## config.mk

```make
export PLATFORM = sky130hd
export DESIGN_NAME = worst_fit_block_allocator
export DESIGN_NICKNAME = d
export VERILOG_FILES = /design/src/rtl/wfba_pkg.sv /design/src/rtl/wfba_ram.sv /design/src/rtl/worst_fit_block_allocator.sv
export SDC_FILE = /design/constraint.sdc
export NUM_CORES = 1
export LEC_CHECK = 0
export ABC_AREA = 1
export BUFFER_PORTS_ARGS = -buffer_cell sky130_fd_sc_hd__buf_2
export CAP_MARGIN = 30
export CORE_MARGIN = 3
export CORE_UTILIZATION = 40
export DETAILED_ROUTE_END_ITERATION = 6
export PLACE_DENSITY = 0.63
export SLEW_MARGIN = 20
export SYNTH_ARGS = -nofsm -noshare
export SYNTH_HDL_FRONTEND = slang
export SYNTH_SLANG_ARGS = --single-unit
```

## constraint.sdc

```tcl
create_clock -name i_clk -period 4.1 [get_ports i_clk]
set_input_delay 0.205 -clock i_clk [delete_from_list [all_inputs] [get_ports i_clk]]
set_output_delay 0.205 -clock i_clk [all_outputs]
set_load 0.1 [all_outputs]
```

## src/rtl/wfba_pkg.sv

```systemverilog
`timescale 1ns / 1ps
// ---------------------------------------------------------------------------
// Worst-fit block allocator package
// Shared widths, defaults and action codes for the allocator.
// ---------------------------------------------------------------------------
package wfba_pkg;

    // Defaults for the top-level parameters.
    localparam int MAX_BLOCKS_DEF = 16;
    localparam int SIZE_BITS_DEF  = 16;

    // Fixed field widths of the input and result words.
    localparam int TAG_W = 8;
    localparam int AMT_W = 16;

    // Action codes carried on the input word.
    localparam logic ACT_ADD   = 1'b0;
    localparam logic ACT_ALLOC = 1'b1;

endpackage

```

## src/rtl/wfba_ram.sv

```systemverilog
`timescale 1ns / 1ps
// ---------------------------------------------------------------------------
// Generic simple dual-port RAM
// One write port and one read port, with the read data registered.
// ---------------------------------------------------------------------------
module wfba_ram #(
    parameter int WIDTH = 8,
    parameter int DEPTH = 16,
    localparam int AW = (DEPTH > 1) ? $clog2(DEPTH) : 1
) (
    input  logic             i_clk,
    input  logic             i_we,
    input  logic [AW-1:0]    i_waddr,
    input  logic [WIDTH-1:0] i_wdata,
    input  logic             i_re,
    input  logic [AW-1:0]    i_raddr,
    output logic [WIDTH-1:0] o_rdata
);

    logic [WIDTH-1:0] r_mem [DEPTH];
    logic [WIDTH-1:0] r_rdata;

    // Write port.
    always_ff @(posedge i_clk) begin
        if (i_we) begin
            r_mem[i_waddr] <= i_wdata;
        end
    end

    // Registered read port.
    always_ff @(posedge i_clk) begin
        if (i_re) begin
            r_rdata <= r_mem[i_raddr];
        end
    end

    assign o_rdata = r_rdata;

endmodule

```

## src/rtl/worst_fit_block_allocator.sv

```systemverilog
`timescale 1ns / 1ps
// ---------------------------------------------------------------------------
// Worst-fit block allocator
// Keeps a table of free blocks (tag and size) in one RAM. An add word appends
// a block; an allocate word scans the table for the largest block that fits,
// zeroes its size and returns its tag and old size.
// ---------------------------------------------------------------------------
//
//  Channel   Direction  Handshake                   Fields
//  --------  ---------  --------------------------  ---------------------------
//  input     in         i_in_valid / o_in_ready     i_action, i_block_tag,
//                                                   i_amount
//  result    out        o_out_valid / i_out_ready   o_granted, o_chosen_tag,
//                                                   o_chosen_size, o_table_full
//
//  An add word goes straight to the finish state, which loads the result
//  register. An allocate word first reads each stored entry through the
//  single read port and compares the registered read data, then writes the
//  chosen entry back, and then the result is loaded. On an empty table there
//  is no read, and the word goes straight to the write-back.
//  Reset is synchronous and active low; it empties the table at once.
//  A new word is accepted while a finished result still waits to be taken;
//  a further result waits in the finish state until the output is free.
//
module worst_fit_block_allocator
    import wfba_pkg::*;
#(
    parameter int MAX_BLOCKS = MAX_BLOCKS_DEF,
    parameter int SIZE_BITS  = SIZE_BITS_DEF
) (
    input  logic             i_clk,
    input  logic             i_rst_n,
    input  logic             i_in_valid,
    output logic             o_in_ready,
    input  logic             i_action,
    input  logic [TAG_W-1:0] i_block_tag,
    input  logic [AMT_W-1:0] i_amount,
    output logic             o_out_valid,
    input  logic             i_out_ready,
    output logic             o_granted,
    output logic [TAG_W-1:0] o_chosen_tag,
    output logic [AMT_W-1:0] o_chosen_size,
    output logic             o_table_full
);

    localparam int IDX_W = (MAX_BLOCKS > 1) ? $clog2(MAX_BLOCKS) : 1;
    localparam int CNT_W = $clog2(MAX_BLOCKS + 1);
    localparam int ENT_W = TAG_W + SIZE_BITS;

    // Controller states.
    localparam logic [1:0] S_IDLE = 2'd0;
    localparam logic [1:0] S_SCAN = 2'd1;
    localparam logic [1:0] S_WB   = 2'd2;
    localparam logic [1:0] S_DONE = 2'd3;

    logic [1:0]           r_state, n_state;
    logic [CNT_W-1:0]     r_count;
    logic [CNT_W-1:0]     r_idx;
    logic [CNT_W-1:0]     r_rd_idx;
    logic                 r_rd_vld;
    logic [SIZE_BITS-1:0] r_amount;
    logic                 r_found;
    logic [IDX_W-1:0]     r_best_idx;
    logic [TAG_W-1:0]     r_best_tag;
    logic [SIZE_BITS-1:0] r_best_size;
    logic                 r_full;
    logic                 r_out_vld;
    logic                 r_granted;
    logic [TAG_W-1:0]     r_tag_out;
    logic [AMT_W-1:0]     r_size_out;
    logic                 r_full_out;

    logic                 in_acc;
    logic                 tbl_full;
    logic                 issue;
    logic                 last_cmp;
    logic                 fits;
    logic                 out_free;
    logic                 ram_we;
    logic [IDX_W-1:0]     ram_waddr;
    logic [ENT_W-1:0]     ram_wdata;
    logic [ENT_W-1:0]     ram_rdata;
    logic [TAG_W-1:0]     rd_tag;
    logic [SIZE_BITS-1:0] rd_size;

    // Table storage: tag in the upper bits, size in the lower bits.
    wfba_ram #(
        .WIDTH (ENT_W),
        .DEPTH (MAX_BLOCKS)
    ) u_ram (
        .i_clk   (i_clk),
        .i_we    (ram_we),
        .i_waddr (ram_waddr),
        .i_wdata (ram_wdata),
        .i_re    (issue),
        .i_raddr (r_idx[IDX_W-1:0]),
        .o_rdata (ram_rdata)
    );

    assign rd_tag  = ram_rdata[ENT_W-1:SIZE_BITS];
    assign rd_size = ram_rdata[SIZE_BITS-1:0];

    // Handshake and scan control.
    assign o_in_ready = (r_state == S_IDLE);
    assign in_acc     = i_in_valid && (r_state == S_IDLE);
    assign tbl_full   = (r_count == CNT_W'(MAX_BLOCKS));
    assign issue      = (r_state == S_SCAN) && (r_idx < r_count);
    assign last_cmp   = r_rd_vld && (r_rd_idx == r_count - CNT_W'(1));
    assign fits       = (rd_size >= r_amount) && (!r_found || (rd_size > r_best_size));
    assign out_free   = !r_out_vld || i_out_ready;

    // RAM writes: an append on an accepted add, or the zeroing write-back.
    // Reads happen only in the scan state, so they never meet a write.
    always_comb begin
        ram_we    = 1'b0;
        ram_waddr = r_best_idx;
        ram_wdata = {r_best_tag, {SIZE_BITS{1'b0}}};
        if (r_state == S_IDLE) begin
            ram_we    = in_acc && (i_action == ACT_ADD) && !tbl_full;
            ram_waddr = r_count[IDX_W-1:0];
            ram_wdata = {i_block_tag, SIZE_BITS'(i_amount)};
        end else if (r_state == S_WB) begin
            ram_we = r_found;
        end
    end

    // Next state.
    always_comb begin
        n_state = r_state;
        unique case (r_state)
            S_IDLE: begin
                if (in_acc) begin
                    if (i_action == ACT_ADD) begin
                        n_state = S_DONE;
                    end else if (r_count == '0) begin
                        n_state = S_WB;
                    end else begin
                        n_state = S_SCAN;
                    end
                end
            end
            S_SCAN: begin
                if (last_cmp) begin
                    n_state = S_WB;
                end
            end
            S_WB: begin
                n_state = S_DONE;
            end
            S_DONE: begin
                if (out_free) begin
                    n_state = S_IDLE;
                end
            end
            default: begin
                n_state = S_IDLE;
            end
        endcase
    end

    // Control registers.
    always_ff @(posedge i_clk) begin
        if (!i_rst_n) begin
            r_state   <= S_IDLE;
            r_count   <= '0;
            r_idx     <= '0;
            r_rd_vld  <= 1'b0;
            r_out_vld <= 1'b0;
        end else begin
            r_state  <= n_state;
            r_rd_vld <= issue;
            if (in_acc) begin
                r_idx <= '0;
            end else if (issue) begin
                r_idx <= r_idx + CNT_W'(1);
            end
            if (ram_we && (r_state == S_IDLE)) begin
                r_count <= r_count + CNT_W'(1);
            end
            if ((r_state == S_DONE) && out_free) begin
                r_out_vld <= 1'b1;
            end else if (i_out_ready) begin
                r_out_vld <= 1'b0;
            end
        end
    end

    // Scan datapath: keep the first of the largest fitting entries.
    always_ff @(posedge i_clk) begin
        if (issue) begin
            r_rd_idx <= r_idx;
        end
        if (in_acc) begin
            r_amount <= SIZE_BITS'(i_amount);
            r_found  <= 1'b0;
            r_full   <= (i_action == ACT_ADD) && tbl_full;
        end else if (r_rd_vld && fits) begin
            r_found     <= 1'b1;
            r_best_idx  <= r_rd_idx[IDX_W-1:0];
            r_best_tag  <= rd_tag;
            r_best_size <= rd_size;
        end
    end

    // Result register.
    always_ff @(posedge i_clk) begin
        if ((r_state == S_DONE) && out_free) begin
            r_granted  <= r_found;
            r_tag_out  <= r_found ? r_best_tag : '0;
            r_size_out <= r_found ? AMT_W'(r_best_size) : '0;
            r_full_out <= r_full;
        end
    end

    assign o_out_valid   = r_out_vld;
    assign o_granted     = r_granted;
    assign o_chosen_tag  = r_tag_out;
    assign o_chosen_size = r_size_out;
    assign o_table_full  = r_full_out;

    // The table never holds more entries than it has room for.
    a_count_range: assert property (@(posedge i_clk) disable iff (!i_rst_n)
        r_count <= CNT_W'(MAX_BLOCKS))
        else $error("entry count beyond table depth");

    // Reads and writes of the RAM never fall in the same cycle.
    a_no_rw_overlap: assert property (@(posedge i_clk) disable iff (!i_rst_n)
        issue |-> !ram_we)
        else $error("RAM read and write in the same cycle");

    // A scan compare is only ever pending while scanning.
    a_cmp_in_scan: assert property (@(posedge i_clk) disable iff (!i_rst_n)
        r_rd_vld |-> (r_state == S_SCAN))
        else $error("read data returned outside the scan");

    // Write-back follows a scan, or an allocate on an empty table.
    a_wb_entry: assert property (@(posedge i_clk) disable iff (!i_rst_n)
        (r_state == S_WB) |-> $past(r_state == S_SCAN || r_state == S_IDLE))
        else $error("write-back entered from the wrong state");

    // A grant and a refused add are never reported together.
    a_grant_excl: assert property (@(posedge i_clk) disable iff (!i_rst_n)
        o_out_valid |-> !(o_granted && o_table_full))
        else $error("grant and table full in one result");

endmodule

```

==> metrics.yaml <==
cts-buffers-inserted: 49
area_delta_synth_final_pct: 13.7
vias: 12387
netlist_area_sq_mm: 0.0203
worst_pin_slew_ns: 0.889
wirelength_um: 45300
status: "complete, no violations"
initial_core_util_pct: 41.0
yosys_warnings: 0
htree_levels: 2
whs_path_depth: 2
cts_tree: "yes"
fin_cells: 2371
startpoint: "r_state[1]"
drive_gt1_share_pct: 11.0
cts_buffer_depth: 3
peakVddDrop_uv: 319
clkLatencyLatePin_ns: 0.57
rrSetupSlack_ns: 1.15
place_congestion: 0.790
dr.pass1.iters: 7
ioPinCount: 57
dpl.hpwl_um: 25900
port-buffer-count: 56
netlist_instances: 1593
die_h_um: 231
worstSetupEndpointType: "flip-flop"
wl_per_cell_um: 19.1
drc_errors: 0
fin_crit_ns: 2.95
cp.required_ns: 4.36
seq_area_frac_synth_pct: 73.0
clkSinkCount: 499
grt_pass1_vias: 12031
die_w_um: 231
timing.rr.start: "r_state[1]"
dpl_worst_slack_ns: 1.17
syn_nets: 1665
avgSynthCellArea_sq_um: 12.8
worstPathArrival_ns: 3.21
fin_ws_ns: 1.15
grt_pass1_wl_um: 69700
ys_types: 31
fin_skew_ns: 0.0149
whs_ns: 0.0560
cts-resized-gates: 0
drt_iter0_markers: 1156
synthTopCellsByArea: "edfxtp_1, nor2_1, nand2_1, o21ai_0, ha_1"
antenna_found_initial: 2
r2r_end: "u_ram.r_mem[8][8]"
cp_max_fo: 22
grt.overflow.total: 0
setup_viol: 0
power_density_mw_per_mm2: 555
grt_max_degree: 197
fin_tns_setup_ns: 0
crit_type: "reg -> reg"
fin_util_pct: 46.6
cts.clk_slew.worst_paths_ns: 0.06
period_share_pct: 72.0
synth_top_area_share_pct: 71.5
maxCapViolations: 0
slew_viol_final: 0
finalHoldViolCount: 0
p_leak_nw: 8.26
yosys.area.top_type: "edfxtp_1"
reg2reg_depth: 9
root_buffer: "clkbuf_16"
dieArea_sq_mm: 0.0536
place_inst: 2263
synth-seq-cells: 499
hold_path_end: "r_full"
min_path_type: "in -> reg"
core_area_sq_mm: 0.0496
hold_start: "i_action"
rsz0062_at_grt: "false"
final_nets: 1740
row_count: 81
slew_headroom_pct: 40.7
grt_usage_pct: 16.8
clock.fmax_mhz: 339
start_kind: "flip-flop"
drtAntennaViolNets: 0
vias_per_cell: 5.22
[sequential cells by signal, indices dropped and copies added, names as in the netlist]
register       flops
o_out_valid        1
r_amount          16
o_chosen_tag       8
r_idx              5
r_rd_vld           1
o_chosen_size     16
r_full             1
r_state            2
r_best_size       16
r_best_idx         4
u_ram.r_mem      384
r_rd_idx           5
o_table_full       1
u_ram.o_rdata     24
r_found            1
o_granted          1
r_best_tag         8
r_count            5
[worst max-delay path, stage by stage (launching register included)]
cell     delay [ns]
dfxtp_1        0.34
inv_1          0.09
ha_1           0.61
nand2_1        0.21
nor2_1         0.13
nand2_1        0.13
nand2_1        0.20
nand3_1        0.24
nor2_2         0.42
buf_12         0.25
[cells by family (layout without fill, tap and decap cells)]
kind of cell	after synthesis	in the layout	synth area share, %
xor gates and xnor gates	3	3	0.129
muxes	16	16	0.788
and+or+nand+nor	558	558	10.8
DFF	499	499	73.0
other	0	1	0
adders and majority gates	43	43	2.65
AOI/OAI and AO/OA	283	283	8.61
buffers and inverters	191	304	4.10
[cell usage in the layout, fill, tap and decap left out, types with 30 or more instances in the layout]
cell / instances
nand2_1: 195
nand3_1: 62
clkbuf_16: 51
nor2_1: 276
inv_1: 106
a21oi_1: 30
ha_1: 43
o32ai_1: 48
edfxtp_1: 484
o21ai_0: 142
buf_2: 56
o211ai_1: 32
[worst max-delay path by stage]
stage	endpoint	slack, ns	cells after the start
2_1_floorplan	u_ram.r_mem[13][0]	0.76	7
3_3_place_gp	u_ram.r_mem[8][4]	1.34	9
3_5_place_dp	u_ram.r_mem[8][4]	1.17	9
4_1_cts	u_ram.r_mem[8][8]	1.16	9
5_1_grt	u_ram.r_mem[8][15]	0.87	9
6_report	u_ram.r_mem[8][8]	1.15	9
[area by class of cell]
cell class              count  area (sq um)
clock buffers              56          1290
multi-input cells         903          4710
fillers                  4338         26400
clock inverters            33           272
diodes                      1          2.50
flip-flops and latches    499         14800
repair buffers            105           743
well taps                 664           831
inverters                 110           415
[routing by layer]
metal,wire (um),part of all wire (%),track usage (%),vias to the layer above
met2,21500,47,27.3,382
met1,19900,44,23.7,6081
li1,-,-,-,5858
met5,0,0,0,-
met3,2980,6.6,2.56,66
met4,924,2.0,4.84,0
[synthesized netlist by cell type]
| cell | n |
|---|---|
| o21ai_1 | 7 |
| o211ai_1 | 32 |
| o32ai_1 | 48 |
| a21o_1 | 1 |
| o21ai_0 | 142 |
| a21oi_1 | 31 |
| buf_8 | 2 |
| buf_4 | 2 |
| o21a_1 | 2 |
| buf_1 | 3 |
| xnor2_1 | 2 |
| xor2_1 | 1 |
| mux2i_1 | 16 |
| nand4_1 | 4 |
| dfxtp_1 | 15 |
| inv_1 | 106 |
| o22ai_1 | 2 |
| o221ai_1 | 16 |
| inv_2 | 2 |
| buf_2 | 22 |
| clkbuf_1 | 44 |
| nor3_1 | 2 |
| o21bai_1 | 2 |
| ha_1 | 43 |
| edfxtp_1 | 484 |
| nand3b_1 | 1 |
| clkinv_1 | 2 |
| buf_6 | 8 |
| nand2_1 | 195 |
| nor2_1 | 294 |
| nand3_1 | 62 |
[stage by stage]
step                      instance area (sq um)  total power (W)
after global routing                      23100           0.0134
after global placement                    21400          0.00849
after floorplan                           20300          0.00790
final                                     23100           0.0128
after CTS                                 23100           0.0130
after detailed placement                  21400          0.00856
[report_power, final]
group / switching, W / total, W / internal (W)
sequential: 0.000101 / 0.00646 / 0.00636
combinational: 0.00161 / 0.00199 / 0.000387
clock: 0.00187 / 0.00438 / 0.00252
[what timing repair did]
item	in CTS	in global routing
hold buffers	18	0
hold endpoints to repair	24	0
setup buffers	0	0
Note: power is estimated with default switching activity, not from simulation.
